[src/rtl/sfr_pkg.sv]
// Shared types, constants and register codes for the serial frame receiver.
package sfr_pkg;

   localparam int unsigned BYTE_W   = 8;
   localparam int unsigned WORD_W   = 16;
   localparam int unsigned POS_W    = 4;
   localparam int unsigned CSR_IDX_W = 2;
   localparam int unsigned RSP_W    = 2 * BYTE_W + WORD_W;

   // Frame positions
   localparam logic [POS_W-1:0] POS_START    = 4'd0;
   localparam logic [POS_W-1:0] POS_VERSION  = 4'd1;
   localparam logic [POS_W-1:0] POS_LENGTH   = 4'd2;
   localparam logic [POS_W-1:0] POS_COMMAND  = 4'd3;
   localparam logic [POS_W-1:0] POS_FEEDBACK = 4'd4;
   localparam logic [POS_W-1:0] POS_PARAM_HI = 4'd5;
   localparam logic [POS_W-1:0] POS_PARAM_LO = 4'd6;
   localparam logic [POS_W-1:0] POS_CSUM_HI  = 4'd7;
   localparam logic [POS_W-1:0] POS_CSUM_LO  = 4'd8;
   localparam logic [POS_W-1:0] POS_END      = 4'd9;

   // Register indexes
   typedef enum logic [CSR_IDX_W-1:0] {
      CSR_START   = 2'd0,
      CSR_VERSION = 2'd1,
      CSR_LENGTH  = 2'd2,
      CSR_END     = 2'd3
   } csr_idx_type;

   // Marker reset values
   localparam logic [BYTE_W-1:0] START_RESET   = 8'd126;
   localparam logic [BYTE_W-1:0] VERSION_RESET = 8'd255;
   localparam logic [BYTE_W-1:0] LENGTH_RESET  = 8'd6;
   localparam logic [BYTE_W-1:0] END_RESET     = 8'd239;

   typedef struct packed {
      logic [BYTE_W-1:0] start_marker;
      logic [BYTE_W-1:0] version_marker;
      logic [BYTE_W-1:0] length_marker;
      logic [BYTE_W-1:0] end_marker;
   } markers_type;

   typedef struct packed {
      logic [WORD_W-1:0] frame_parameter;
      logic [BYTE_W-1:0] frame_feedback;
      logic [BYTE_W-1:0] frame_command;
   } frame_type;

endpackage

[src/rtl/sfr_csr.sv]
// Marker register file written through the plain configuration port.
module sfr_csr (
   input  logic                           clock,
   input  logic                           reset,
   input  logic                           csr_we,
   input  logic [sfr_pkg::CSR_IDX_W-1:0]  csr_addr,
   input  logic [sfr_pkg::BYTE_W-1:0]     csr_wdata,
   output sfr_pkg::markers_type           markers
);
   import sfr_pkg::*;

   markers_type markers_ff;

   always_ff @(posedge clock) begin
      if (reset) begin
         markers_ff.start_marker   <= START_RESET;
         markers_ff.version_marker <= VERSION_RESET;
         markers_ff.length_marker  <= LENGTH_RESET;
         markers_ff.end_marker     <= END_RESET;
      end else if (csr_we) begin
         unique case (csr_idx_type'(csr_addr))
            CSR_START:   markers_ff.start_marker   <= csr_wdata;
            CSR_VERSION: markers_ff.version_marker <= csr_wdata;
            CSR_LENGTH:  markers_ff.length_marker  <= csr_wdata;
            CSR_END:     markers_ff.end_marker     <= csr_wdata;
            default:     ;
         endcase
      end
   end

   assign markers = markers_ff;

endmodule

[src/rtl/sfr_parser.sv]
// Frame position tracker, checksum accumulator and field capture.
module sfr_parser (
   input  logic                        clock,
   input  logic                        reset,
   input  sfr_pkg::markers_type        markers,
   input  logic                        byte_valid,
   input  logic [sfr_pkg::BYTE_W-1:0]  rx_byte,
   output logic                        frame_valid,
   output sfr_pkg::frame_type          frame
);
   import sfr_pkg::*;

   logic [POS_W-1:0]  pos_ff, pos_in;
   logic [WORD_W-1:0] sum_ff, sum_in;
   logic [WORD_W-1:0] rsum_ff, rsum_in;
   logic [BYTE_W-1:0] cmd_ff, cmd_in;
   logic [BYTE_W-1:0] fb_ff, fb_in;
   logic [WORD_W-1:0] param_ff, param_in;
   logic              keep;
   logic              add;
   logic              match;
   logic [WORD_W-1:0] expect_sum;

   assign expect_sum = WORD_W'(0) - sum_ff;

   always_comb begin
      keep     = 1'b1;
      add      = 1'b1;
      match    = 1'b0;
      cmd_in   = cmd_ff;
      fb_in    = fb_ff;
      param_in = param_ff;
      rsum_in  = rsum_ff;
      unique case (pos_ff)
         POS_START: begin
            keep = (rx_byte == markers.start_marker);
            add  = 1'b0;
         end
         POS_VERSION:  keep = (rx_byte == markers.version_marker);
         POS_LENGTH:   keep = (rx_byte == markers.length_marker);
         POS_COMMAND:  cmd_in = rx_byte;
         POS_FEEDBACK: fb_in  = rx_byte;
         POS_PARAM_HI: param_in = {rx_byte, param_ff[BYTE_W-1:0]};
         POS_PARAM_LO: param_in = {param_ff[WORD_W-1:BYTE_W], rx_byte};
         POS_CSUM_HI: begin
            rsum_in = {rx_byte, {BYTE_W{1'b0}}};
            add     = 1'b0;
         end
         POS_CSUM_LO: begin
            rsum_in = {rsum_ff[WORD_W-1:BYTE_W], rx_byte};
            add     = 1'b0;
         end
         POS_END: begin
            match = (rx_byte == markers.end_marker) && (expect_sum == rsum_ff);
            keep  = 1'b0;
         end
         default: keep = 1'b0;
      endcase

      if (keep) begin
         pos_in = pos_ff + POS_W'(1);
         sum_in = add ? (sum_ff + WORD_W'(rx_byte)) : sum_ff;
      end else begin
         // restart: drop everything held for this frame
         pos_in   = POS_START;
         sum_in   = '0;
         rsum_in  = '0;
         cmd_in   = '0;
         fb_in    = '0;
         param_in = '0;
      end
   end

   always_ff @(posedge clock) begin
      if (reset) begin
         pos_ff   <= POS_START;
         sum_ff   <= '0;
         rsum_ff  <= '0;
         cmd_ff   <= '0;
         fb_ff    <= '0;
         param_ff <= '0;
      end else if (byte_valid) begin
         pos_ff   <= pos_in;
         sum_ff   <= sum_in;
         rsum_ff  <= rsum_in;
         cmd_ff   <= cmd_in;
         fb_ff    <= fb_in;
         param_ff <= param_in;
      end
   end

   assign frame_valid           = byte_valid && match;
   assign frame.frame_command   = cmd_ff;
   assign frame.frame_feedback  = fb_ff;
   assign frame.frame_parameter = param_ff;

`ifndef NO_ASSERTIONS
   a_result_at_end: assert property (@(posedge clock) disable iff (reset)
      frame_valid |-> pos_ff == POS_END)
      else $error("frame result outside end position");
   a_end_restarts: assert property (@(posedge clock) disable iff (reset)
      byte_valid && pos_ff == POS_END |=> pos_ff == POS_START && sum_ff == '0)
      else $error("parser did not restart after end byte");
   a_pos_range: assert property (@(posedge clock) disable iff (reset)
      byte_valid && pos_ff <= POS_END |=> pos_ff <= POS_END)
      else $error("frame position left valid range");
`endif

endmodule

[src/rtl/sfr_out_buf.sv]
// Two-entry result buffer that decouples the parser from the result channel.
module sfr_out_buf (
   input  logic                clock,
   input  logic                reset,
   input  logic                push,
   input  sfr_pkg::frame_type  push_data,
   output logic                not_full,
   output logic                out_valid,
   input  logic                out_ready,
   output sfr_pkg::frame_type  out_data
);
   import sfr_pkg::*;

   logic [1:0] count_ff, count_in;
   frame_type  head_ff, head_in;
   frame_type  tail_ff, tail_in;
   logic       pop;

   assign pop = out_valid && out_ready;

   always_comb begin
      count_in = count_ff;
      head_in  = head_ff;
      tail_in  = tail_ff;
      if (pop) begin
         head_in = tail_ff;
      end
      unique case ({push, pop})
         2'b10: begin
            count_in = count_ff + 2'd1;
            if (count_ff == 2'd0) head_in = push_data;
            else                  tail_in = push_data;
         end
         2'b01: count_in = count_ff - 2'd1;
         2'b11: begin
            if (count_ff == 2'd1) head_in = push_data;
            else                  tail_in = push_data;
         end
         default: ;
      endcase
   end

   always_ff @(posedge clock) begin
      if (reset) begin
         count_ff <= 2'd0;
      end else begin
         count_ff <= count_in;
      end
      head_ff <= head_in;
      tail_ff <= tail_in;
   end

   assign not_full  = (count_ff != 2'd2);
   assign out_valid = (count_ff != 2'd0);
   assign out_data  = head_ff;

`ifndef NO_ASSERTIONS
   a_no_overflow: assert property (@(posedge clock) disable iff (reset)
      push |-> not_full)
      else $error("result pushed into full buffer");
   a_count_range: assert property (@(posedge clock) disable iff (reset)
      count_ff != 2'd3)
      else $error("result buffer count out of range");
   a_pop_push_holds: assert property (@(posedge clock) disable iff (reset)
      push && pop |=> count_ff == $past(count_ff))
      else $error("simultaneous push and pop changed occupancy");
`endif

endmodule

[src/rtl/serial_frame_receiver_top.sv]
// Top level of the serial frame receiver: markers, parser and result buffer.
//
// Usage:
//   req_*  carries one received serial byte per transfer (req_tdata[7:0]).
//   rsp_*  carries one result per good frame: command, feedback and the
//          16-bit parameter word, packed into rsp_tdata.
//   csr_*  writes the start, version, length and end markers (index 0..3);
//          write only while no frame is in flight.
// Frames are ten bytes: start, version, length, command, feedback,
// parameter high, parameter low, checksum high, checksum low, end. A frame
// whose end byte and checksum (zero minus the sum of bytes one to six)
// match produces one result; any other frame is dropped without a trace.
// Throughput: one byte per cycle while req_tready is high.
// A good frame's result is registered in the result buffer on the end byte.
// Stall: a two-entry result buffer absorbs a stalled receiver; req_tready
//   drops only when both entries hold results not yet taken.
// Reset (synchronous): markers return to their defaults, the parser returns
//   to the start position and the result buffer empties.
module serial_frame_receiver_top (
   input  logic        clock,
   input  logic        reset,
   // byte input channel
   input  logic        req_tvalid,
   output logic        req_tready,
   input  logic [7:0]  req_tdata,   // [7:0] rx_byte
   // result channel
   output logic        rsp_tvalid,
   input  logic        rsp_tready,
   output logic [31:0] rsp_tdata,   // [7:0] frame_command, [15:8] frame_feedback,
                                    // [31:16] frame_parameter
   // configuration port
   input  logic        csr_we,
   input  logic [sfr_pkg::CSR_IDX_W-1:0] csr_addr,
   input  logic [7:0]  csr_wdata
);
   import sfr_pkg::*;

   markers_type markers;
   frame_type   frame;
   frame_type   rsp_frame;
   logic        byte_xfer;
   logic        frame_valid;
   logic        buf_not_full;

   // Accept a byte whenever the result buffer has room for a possible result.
   assign req_tready = buf_not_full;
   assign byte_xfer  = req_tvalid && req_tready;

   sfr_csr u_csr (
      .clock     (clock),
      .reset     (reset),
      .csr_we    (csr_we),
      .csr_addr  (csr_addr),
      .csr_wdata (csr_wdata),
      .markers   (markers)
   );

   // Advance or restart the frame position on every byte transfer.
   sfr_parser u_parser (
      .clock       (clock),
      .reset       (reset),
      .markers     (markers),
      .byte_valid  (byte_xfer),
      .rx_byte     (req_tdata[BYTE_W-1:0]),
      .frame_valid (frame_valid),
      .frame       (frame)
   );

   // Hold good frames until the receiver takes them.
   sfr_out_buf u_out_buf (
      .clock     (clock),
      .reset     (reset),
      .push      (frame_valid),
      .push_data (frame),
      .not_full  (buf_not_full),
      .out_valid (rsp_tvalid),
      .out_ready (rsp_tready),
      .out_data  (rsp_frame)
   );

   assign rsp_tdata = RSP_W'(rsp_frame);

endmodule
[config.mk]
export PLATFORM = sky130hd
export DESIGN_NAME = serial_frame_receiver_top
export DESIGN_NICKNAME = d
export VERILOG_FILES = /design/src/rtl/sfr_pkg.sv /design/src/rtl/sfr_csr.sv /design/src/rtl/sfr_parser.sv /design/src/rtl/sfr_out_buf.sv /design/src/rtl/serial_frame_receiver_top.sv
export SDC_FILE = /design/constraint.sdc
export NUM_CORES = 1
export LEC_CHECK = 0
export ABC_AREA = 1
export BUFFER_PORTS_ARGS = -buffer_cell sky130_fd_sc_hd__buf_2
export CORE_MARGIN = 2
export CORE_UTILIZATION = 50
export DETAILED_ROUTE_END_ITERATION = 12
export PLACE_DENSITY = 0.68
export SLEW_MARGIN = 40
export SYNTH_ARGS = -nofsm -noshare
export SYNTH_HDL_FRONTEND = slang
export SYNTH_SLANG_ARGS = --single-unit
[constraint.sdc]
create_clock -name clock -period 6.15 [get_ports clock]
set_input_delay 0.3075 -clock clock [delete_from_list [all_inputs] [get_ports clock]]
set_output_delay 0.3075 -clock clock [all_outputs]
set_load 0.1 [all_outputs]
==> metrics.csv, run 1 <==
stage;metric;value;unit
timing;Hold WS;0.136;ns
global_routing;antenna violations before repair;0;
timing;Final Slew Violations;0;
timing;fmax;276;MHz
place;GP Congestion;0.884;
setup_path;Critical Path Fanout Max;32;
yosys;Net Count, Synth;1134;
clock_tree;CTS root buffer;clkbuf_16;
clock_tree;post-CTS resize count;0;
yosys;Post-synth EDFFs;32;
setup_path;CP max stage delay;0.34;ns
setup_path;Most common cell on crit path;nor2_1;
global_routing;largest net degree at the start of global routing;70;
pwr;peak supply drop;354;uV
final_layout;layout cell share with drive strength beyond 1;9.59;%
clock_tree;setup repair bufs after CTS;0;
timing;Tmin final;3.62;ns
clock_tree;CTS Hold Bufs;0;
setup_path;Largest delay share family, worst path;buffers and inverters;
place;DP Cell Count;1322;
global_routing;first-pass GRT wire length;33300;um
timing;Setup Viol. Count Final;0;
drt;vias;7122;
global_routing;number of global-route vias before repair;6431;
floorplan;die width;132;um
floorplan;Die H;132;um
yosys;sequential fraction of the synthesis area;44.3;%
clock_tree;clock-pin slew on the worst setup and hold paths;0.07;ns
drt;Pre-Repair DR Iteration Count;6;
run;max_cap viols;0;
timing;Worst Slack Setup Final;2.53;ns
drt;antenna viol nets, final;0;
final_layout;antenna cell count;0;
pwr;PwrDens;387;nW/um2
place;# port buffers;56;
clock_tree;H-Tree Depth;4;
floorplan;Core Footprint;16000;um2
clock_tree;clk_lat worst skew;0.44;ns
setup_path;CP Class;register to register;
drt;Starting DRT DRC Count;476;
drt;drt drc;0;
setup_path;Startpoint Class;register;
worst_hold_path;Worst Hold Class;input pin to register;
floorplan;Starting Density;51.4;%
setup_path;Arr. time, crit path;3.77;ns
worst_hold_path;hold path start;csr_wdata[1];
clock_tree;cts bufs inserted;17;
floorplan;die area;17500;um2
yosys;asr flop ratio synth;0;%
final_layout;Area Overhead vs Synth;11.3;%
final_layout;final core utilization;57.2;%
floorplan;Ports;57;
floorplan;cell row count;46;
yosys;Synth warnings;0;
yosys;Syn Area/Cell;7.54;um2
final_layout;most frequent cells in the layout;nand2_1, nor2_1, nand3_1;
outcome;status;complete, no violations;
timing;Slew @ Worst Pin;0.766;ns
final_layout;post-route insts no fill;1353;
final_layout;Nets;1168;
pwr;Leak Pwr;4.21;nW
place;HPWL Detailed;13700;um
place;Place WS;2.62;ns
timing;setup TNS;0;ns
drt;Vias/cell;5.26;
yosys;Top FF cell, synth;dfxtp_1;
timing;RSZ-0062 raised after global routing;false;
yosys;Synth Register Bits;166;
timing;Fin. Hold Viols;0;
drt;Routed WL;20100;um
clock_tree;Clock Path Buffers;2;
yosys;synthesized cell area;8220;um2
setup_path;Required @ worst endpoint;6.30;ns
setup_path;critical path, cell by cell;inv_1, ha_1, nor2_1, buf_4, inv_1, a21oi_1, nand3_1, nor2_1, nand2_1, nor2_1, nand4_1, nor2_1, nand4_1, nor2_1, ha_1, inv_1, o22ai_1, buf_4, nor2_2, buf_4;
timing;clk_skew;0.00755;ns
drt;WL per Instance;14.8;um
setup_path;Critical Path Start;u_out_buf.count_ff[0];
yosys;synth unique cells;39;
clock_tree;CTS tree;yes;
clock_tree;CTS sink count;166;
timing;Rel. slew slack;48.9;%
setup_path;worst path bufs/invs;6;
setup_path;worst flop-to-flop path startpoint;u_out_buf.count_ff[0];
final_layout;commonest non-fill, non-tap cell in the layout;nand2_1;
yosys;cells after synthesis;1091;
setup_path;slowest CP cell;dfxtp_1;
global_routing;Congestion Overflow GR;0;
timing;post-route clock period utilization;58.9;%
setup_path;CP Capture Type;register;
global_routing;GRT Util Overall;23.6;%
[Yosys cell counts, types with 7 or more instances]
| cell type | number | area (um2) |
|---|---|---|
| nand3_1 | 145 | 726 |
| buf_2 | 8 | 40.0 |
| edfxtp_1 | 32 | 961 |
| mux2i_1 | 16 | 160 |
| inv_1 | 107 | 402 |
| o21ai_0 | 32 | 160 |
| xnor2_1 | 10 | 87.6 |
| nor2_1 | 174 | 653 |
| o32ai_1 | 16 | 140 |
| nand2_1 | 221 | 830 |
| xor2_1 | 28 | 245 |
| a21oi_1 | 51 | 255 |
| clkbuf_1 | 29 | 109 |
| nor3_1 | 7 | 35.0 |
| buf_6 | 9 | 101 |
| ha_1 | 19 | 238 |
| nand4_1 | 21 | 131 |
| dfxtp_1 | 134 | 2680 |
[path summary, 6_finish.rpt]
check | endpoint | slack, ns | depth (start not counted)
hold reg to reg | u_out_buf.tail_ff[19] | 0.43 | 0
setup / recovery | u_out_buf.tail_ff[7] | 2.53 | 20
setup reg to reg | u_out_buf.tail_ff[7] | 2.53 | 20
hold / removal | u_csr.markers[25] | 0.14 | 3
[stage by stage]
step                instance area (um2)  power [mW]
finish                             9150        3.54
detailed placement                 8580        2.53
CTS                                9150        3.55
global route                       9150        3.68
floorplan                          8220        2.34
global placement                   8580        2.52
[worst register-to-register path, delay by kind of cell, from the launching register on]
family	cells	cell delay, ns
adders and majority gates	2	0.43
AOI/OAI and AO/OA	2	0.31
buffers and inverters	6	1.14
and+or+nand+nor	10	1.11
DFF	1	0.34
[report_power, final]
part           switching, mW  internal [mW]  total [mW]
Sequential            0.0636           1.24        1.30
Combinational          0.978          0.225        1.20
Clock                  0.468          0.568        1.04
Total                   1.51           2.03        3.54
[cell type report]
class	count	area (um2)
fillers	1554	6850
flip-flops and latches	166	3640
repair buffers	64	340
inverters	110	413
multi-input cells	766	3910
clock inverters	13	139
clock buffers	18	429
well taps	216	270
[routing by layer]
metal	up-vias	GRT usage, %	routed length (um)
li1	3640	-	-
met1	3244	34.0	9630
met3	27	4.50	1410
met5	-	0	0
met2	211	36.3	8760
met4	0	6.87	262
[flip-flops by register name, summed over array words and instances (netlist names)]
| name | count |
|---|---|
| u_csr.markers | 32 |
| u_out_buf.out_data | 32 |
| u_out_buf.tail_ff | 32 |
| u_parser.param_ff | 16 |
| u_parser.rsum_ff | 16 |
| u_parser.sum_ff | 16 |
| u_parser.cmd_ff | 8 |
| u_parser.fb_ff | 8 |
| u_parser.pos_ff | 4 |
| u_out_buf.count_ff | 2 |
[cells by family after synthesis]
kind of cell / share of synthesized area, %
compound gates: 7.71
mux: 1.95
xor+xnor: 4.60
buf+inv: 8.25
fa+ha+maj: 3.13
flops: 44.3
simple gates: 30.1
No activity file was read; power rests on OpenSTA's default activity.
==> run 2: changes to the inputs <==
Settings changed: PLACE_DENSITY 0.68 to 0.71.
Clock period 6.15 ns to 3.2 ns, I/O delays scaled along.
==> metrics.csv, run 2 (synthesis gave the netlist of run 1 again) <==
stage;metric;value;unit;change
outcome;status;complete, no violations;;unchanged
worst_hold_path;Worst Hold Class;input pin to register;;unchanged
setup_path;Required @ worst endpoint;3.53;ns;was 6.30 ns
pwr;PwrDens;716;nW/um2;was 387 nW/um2
floorplan;die width;132;um;unchanged
clock_tree;clock-pin slew on the worst setup and hold paths;0.07;ns;about the same
clock_tree;Clock Path Buffers;2;;unchanged
clock_tree;clk_lat worst skew;0.43;ns;was 0.44 ns
drt;Starting DRT DRC Count;628;;was 476
drt;vias;7302;;was 7122
drt;Vias/cell;5.29;;was 5.26
global_routing;number of global-route vias before repair;6698;;was 6431
drt;antenna viol nets, final;0;;unchanged
floorplan;Core Footprint;16000;um2;unchanged
setup_path;CP Capture Type;register;;unchanged
floorplan;cell row count;46;;unchanged
place;Place WS;0.165;ns;was 2.62 ns
place;# port buffers;56;;unchanged
setup_path;Critical Path Fanout Max;16;;was 32
floorplan;die area;17500;um2;unchanged
final_layout;layout cell share with drive strength beyond 1;12.6;%;was 9.59%
setup_path;CP Class;register to register;;unchanged
clock_tree;CTS sink count;166;;unchanged
clock_tree;H-Tree Depth;4;;unchanged
final_layout;post-route insts no fill;1380;;was 1353
place;DP Cell Count;1344;;was 1322
place;dpl cell area;8820;um2;was 8580 um2
global_routing;Congestion Overflow GR;0;;unchanged
global_routing;antenna violations before repair;0;;unchanged
timing;Setup Viol. Count Final;0;;unchanged
setup_path;Startpoint Class;register;;unchanged
floorplan;Die H;132;um;unchanged
global_routing;largest net degree at the start of global routing;70;;unchanged
drt;WL per Instance;15.2;um;was 14.8 um
clock_tree;cts bufs inserted;17;;unchanged
timing;post-route clock period utilization;91.0;%;was 58.9%
clock_tree;CTS root buffer;clkbuf_16;;unchanged
global_routing;GRT Util Overall;24.5;%;was 23.6%
timing;Final Slew Violations;0;;unchanged
floorplan;Ports;57;;unchanged
final_layout;final core utilization;58.9;%;was 57.2%
final_layout;commonest non-fill, non-tap cell in the layout;nand2_1;;unchanged
timing;clk_skew;0.00835;ns;was 0.00755 ns
timing;Worst Slack Setup Final;0.288;ns;was 2.53 ns
pwr;Leak Pwr;4.34;nW;was 4.21 nW
final_layout;post-route cell area;9430;um2;was 9150 um2
place;GP Congestion;0.949;;was 0.884
timing;Hold WS;0.00857;ns;was 0.136 ns
drt;Routed WL;21000;um;was 20100 um
final_layout;Nets;1194;;was 1168
timing;Fin. Hold Viols;0;;unchanged
drt;drt drc;0;;unchanged
timing;Slew @ Worst Pin;0.728;ns;was 0.766 ns
pwr;peak supply drop;588;uV;was 354 uV
timing;setup TNS;0;ns;unchanged
clock_tree;CTS tree;yes;;unchanged
final_layout;antenna cell count;0;;unchanged
pwr;Total Power;6.75;mW;was 3.54 mW
setup_path;Arr. time, crit path;3.24;ns;was 3.77 ns
global_routing;first-pass GRT wire length;34100;um;was 33300 um
timing;Rel. slew slack;51.5;%;was 48.9%
final_layout;most frequent cells in the layout;nand2_1, nor2_1, nand3_1;;unchanged
place;HPWL Detailed;14200;um;was 13700 um
timing;fmax;343;MHz;was 276 MHz
run;max_cap viols;0;;unchanged
timing;Tmin final;2.91;ns;was 3.62 ns
drt;Pre-Repair DR Iteration Count;5;;was 6
floorplan;Starting Density;51.4;%;unchanged
final_layout;Area Overhead vs Synth;14.6;%;was 11.3%
run 2: cell types whose count changed in the layout (fill, tap and decap cells not counted), sizes merged, moves of 2 or more:
cell	delta
buf	+23
clkbuf	+2
clkinv	+3
clkinvlp	+3
dlygate4sd3	+3
inv	-6
run 2: repair_timing:
item	CTS	global route
resized for setup	0	5
endpoints found under the setup margin	0	64
hold buffers	3	0
hold endpoints to repair	10	0
setup buffers	0	1
run 2: power by group:
group / internal [mW] / switching [mW]
Sequential: 2.38 / 0.125
Clock: 1.00 / 0.877
Combinational: 0.458 / 1.91
run 2: layout make-up:
type	instances	area, um2
inverter	110	422
multi-input combinational	766	3970
timing repair buffer	90	584
clock inverter	12	96.3
sequential	166	3640
tap	216	270
clock buffer	20	437
fill	1535	6580
run 2: metal layers:
metal | global-route usage [%] | wire length [um] | vias up
li1 | - | - | 3686
met1 | 33.7 | 9420 | 3345
met2 | 39.3 | 9730 | 246
met3 | 4.84 | 1540 | 25
met4 | 6.69 | 325 | 0
met5 | 0 | 0 | -
run 2: critical path: stages (launching register included):
cell        delay, ns
dfxtp_1          0.33
inv_1            0.11
nand3_1          0.13
nor2_1           0.23
nand3_1          0.13
nor2_1           0.10
inv_1            0.06
nor2_1           0.11
xor2_1           0.22
xor2_1           0.22
inv_1            0.08
nor2_2           0.15
ha_2             0.24
inv_2            0.05
o22ai_4          0.21
clkinvlp_4       0.16
buf_12           0.16
o32ai_1          0.12
run 2: worst paths after layout:
kind	startpoint	end	slack, ns	cells past startpoint
hold / removal	csr_wdata[3]	u_csr.markers[27]	0.009	3
hold reg to reg	u_parser.param_ff[9]	u_out_buf.tail_ff[25]	0.43	0
setup reg to reg	u_parser.sum_ff[2]	u_out_buf.out_data[24]	0.29	17
setup / recovery	u_parser.sum_ff[2]	u_out_buf.out_data[24]	0.29	17
==> run 3: changes to the inputs <==
Settings changed: BUFFER_PORTS_ARGS -buffer_cell sky130_fd_sc_hd__buf_2 to -buffer_cell sky130_fd_sc_hd__buf_4.
==> metrics.csv, run 3 (synthesis gave the netlist of run 1 again) <==
stage;metric;value;unit;change
floorplan;die area;17500;um2;unchanged
setup_path;worst-case reg-to-reg path depth;18;;was 17
timing;Setup Viol. Count Final;0;;unchanged
worst_hold_path;cell depth of the worst hold path;3;;unchanged
setup_path;worst flop-to-flop path startpoint;u_parser.sum_ff[1];;was u_parser.sum_ff[2]
clock_tree;clk_lat worst skew;0.43;ns;about the same
final_layout;antenna cell count;0;;unchanged
pwr;cell-internal power;3.96;mW;was 3.84 mW
timing;Worst Slack Setup Final;0.228;ns;was 0.288 ns
timing;post-route clock period utilization;92.9;%;was 91.0%
pwr;Clk pwr share;27.6;%;was 27.9%
final_layout;Nets;1193;;was 1194
global_routing;Congestion Overflow GR;0;;unchanged
pwr;Switching Fraction;42.5;%;was 43.1%
clock_tree;clock-pin slew on the worst setup and hold paths;0.07;ns;about the same
floorplan;Core Footprint;16000;um2;unchanged
timing;Rel. slew slack;49.9;%;was 51.5%
worst_hold_path;worst hold endpoint;u_parser.cmd_ff[7];;was u_csr.markers[27]
timing;Slew @ Worst Pin;0.751;ns;was 0.728 ns
outcome;status;complete, no violations;;unchanged
run;max_cap viols;0;;unchanged
floorplan;die width;132;um;unchanged
final_layout;layout cell share with drive strength beyond 1;12.1;%;was 12.6%
timing;clk_skew;0.00976;ns;was 0.00835 ns
floorplan;Ports;57;;unchanged
drt;drt drc;0;;unchanged
global_routing;largest net degree at the start of global routing;70;;unchanged
clock_tree;cts bufs inserted;17;;unchanged
final_layout;Area Overhead vs Synth;16.7;%;was 14.6%
timing;Final Slew Violations;0;;unchanged
global_routing;first-pass GRT wire length;33800;um;was 34100 um
clock_tree;CTS tree;yes;;unchanged
global_routing;number of global-route vias before repair;6704;;was 6698
final_layout;commonest non-fill, non-tap cell in the layout;nand2_1;;unchanged
drt;vias;7261;;was 7302
setup_path;CP Capture Type;register;;unchanged
floorplan;cell row count;46;;unchanged
timing;Fin. Hold Viols;0;;unchanged
pwr;Leak Pwr;4.38;nW;was 4.34 nW
drt;WL per Instance;15.0;um;was 15.2 um
place;GP Congestion;0.916;;was 0.949
setup_path;Arr. time, crit path;3.29;ns;was 3.24 ns
pwr;combinational power share;36.0;%;was 35.1%
drt;Starting DRT DRC Count;586;;was 628
clock_tree;CTS sink count;166;;unchanged
worst_hold_path;Worst Hold Class;input pin to register;;unchanged
clock_tree;CTS root buffer;clkbuf_16;;unchanged
final_layout;final core utilization;60.0;%;was 58.9%
timing;fmax;336;MHz;was 343 MHz
clock_tree;H-Tree Depth;4;;unchanged
setup_path;CP max stage delay;0.34;ns;was 0.33 ns
drt;Pre-Repair DR Iteration Count;5;;unchanged
pwr;PwrDens;718;nW/um2;was 716 nW/um2
floorplan;Starting Density;51.4;%;unchanged
clock_tree;Clock Path Buffers;2;;unchanged
setup_path;Critical Path Fanout Max;16;;unchanged
timing;Hold WS;0.110;ns;was 0.00857 ns
timing;Tmin final;2.97;ns;was 2.91 ns
setup_path;CP Class;register to register;;unchanged
setup_path;slowest CP cell;dfxtp_2;;was dfxtp_1
pwr;Flop pwr share;36.4;%;was 37.1%
setup_path;setup slack, reg-to-reg;0.23;ns;was 0.29 ns
floorplan;Die H;132;um;unchanged
final_layout;most frequent cells in the layout;nand2_1, nor2_1, nand3_1;;unchanged
place;HPWL Detailed;13800;um;was 14200 um
pwr;peak supply drop;591;uV;was 588 uV
drt;Vias/cell;5.27;;was 5.29
place;# port buffers;56;;unchanged
drt;antenna viol nets, final;0;;unchanged
pwr;Switch Pwr;2.93;mW;was 2.91 mW
setup_path;RR Endpoint;u_out_buf.out_data[9];;was u_out_buf.out_data[24]
setup_path;Required @ worst endpoint;3.51;ns;was 3.53 ns
place;Place WS;0.151;ns;was 0.165 ns
drt;Routed WL;20700;um;was 21000 um
global_routing;GRT Util Overall;24.0;%;was 24.5%
worst_hold_path;hold path start;req_tdata[7];;was csr_wdata[3]
setup_path;Startpoint Class;register;;unchanged
global_routing;antenna violations before repair;0;;unchanged
setup_path;critical path, cell by cell;inv_1, ha_2, nand3_2, nor3_4, nand2_1, nor2_4, nand3_1, or2_2, nand3_1, nor2_1, nand4_1, nor2_2, ha_2, inv_2, nor2_1, a211oi_4, clkbuf_16, o21ai_0;;was inv_1, nand3_1, nor2_1, nand3_1, nor2_1, inv_1, nor2_1, xor2_1, xor2_1, inv_1, nor2_2, ha_2, inv_2, o22ai_4, clkinvlp_4, buf_12, o32ai_1
## run 3: cell count changes in the layout (fill, tap and decap cells not counted), moves of 2 or more
cell,change
inv_6,+2
buf_2,-56
dlygate4sd3_1,+5
clkinv_4,-4
buf_4,+49
## run 3: power by group through the flow
stage | sequential (mW) | combinational [mW] | clock (mW)
after floorplan | 3.86 | 0.659 | 0
after global placement | 2.55 | 2.44 | 0
after detailed placement | 2.55 | 2.46 | 0
after CTS | 2.51 | 2.48 | 1.93
after global routing | 2.54 | 2.60 | 2.00
final | 2.51 | 2.48 | 1.90
## run 3: worst max path at each step
stage / startpoint / endpoint / slack, ns
finish: u_parser.sum_ff[1] / u_out_buf.out_data[9] / 0.23
global placement: u_parser.sum_ff[1] / u_out_buf.out_data[27] / 0.27
detailed placement: u_parser.sum_ff[1] / u_out_buf.out_data[29] / 0.15
CTS: u_parser.sum_ff[1] / u_out_buf.out_data[29] / 0.13
floorplan: u_parser.sum_ff[1] / u_out_buf.tail_ff[0] / 0.006
global route: u_parser.sum_ff[1] / u_out_buf.out_data[17] / -0.005
## run 3: per-stage QoR
stage / instances / total power, mW / setup TNS [ns] / instance area (um2)
finish: 1379 / 6.89 / 0 / 9600
global route: 1379 / 7.14 / -0.00515 / 9600
CTS: 1377 / 6.91 / 0 / 9530
detailed placement: 1337 / 5.02 / 0 / 8910
global placement: 1337 / 4.99 / 0 / 8910
floorplan: 1091 / 4.52 / 0 / 8300
## run 3: cell type report
| type | instances | area, um2 |
|---|---|---|
| well taps | 216 | 270 |
| inverters | 110 | 422 |
| clock inverters | 12 | 97.6 |
| clock buffers | 20 | 437 |
| fillers | 1499 | 6400 |
| multi-input cells | 766 | 3990 |
| repair buffers | 89 | 738 |
| flip-flops and latches | 166 | 3640 |
## run 3: timing repair
item / 4_1_cts / 5_1_grt
hold buffers: 8 / 0
gates resized for setup: 0 / 8
setup endpoints to repair: 0 / 68
endpoints found under the hold margin: 26 / 0
setup buffers: 0 / 1
## run 3: critical path: cells and delay by family (launching register included)
kind	cells	cell delay, ns
flops	1	0.34
compound gates	2	0.41
simple gates	11	1.32
fa+ha+maj	2	0.39
buf+inv	3	0.40
## run 3: routing by layer
metal / global-route usage (%) / part of all wire [%] / up-vias
met5: 0 / 0 / -
met4: 8.06 / 1.9 / 0
met3: 4.15 / 6.0 / 29
met2: 37.1 / 45 / 225
met1: 34.1 / 47 / 3320
li1: - / - / 3687
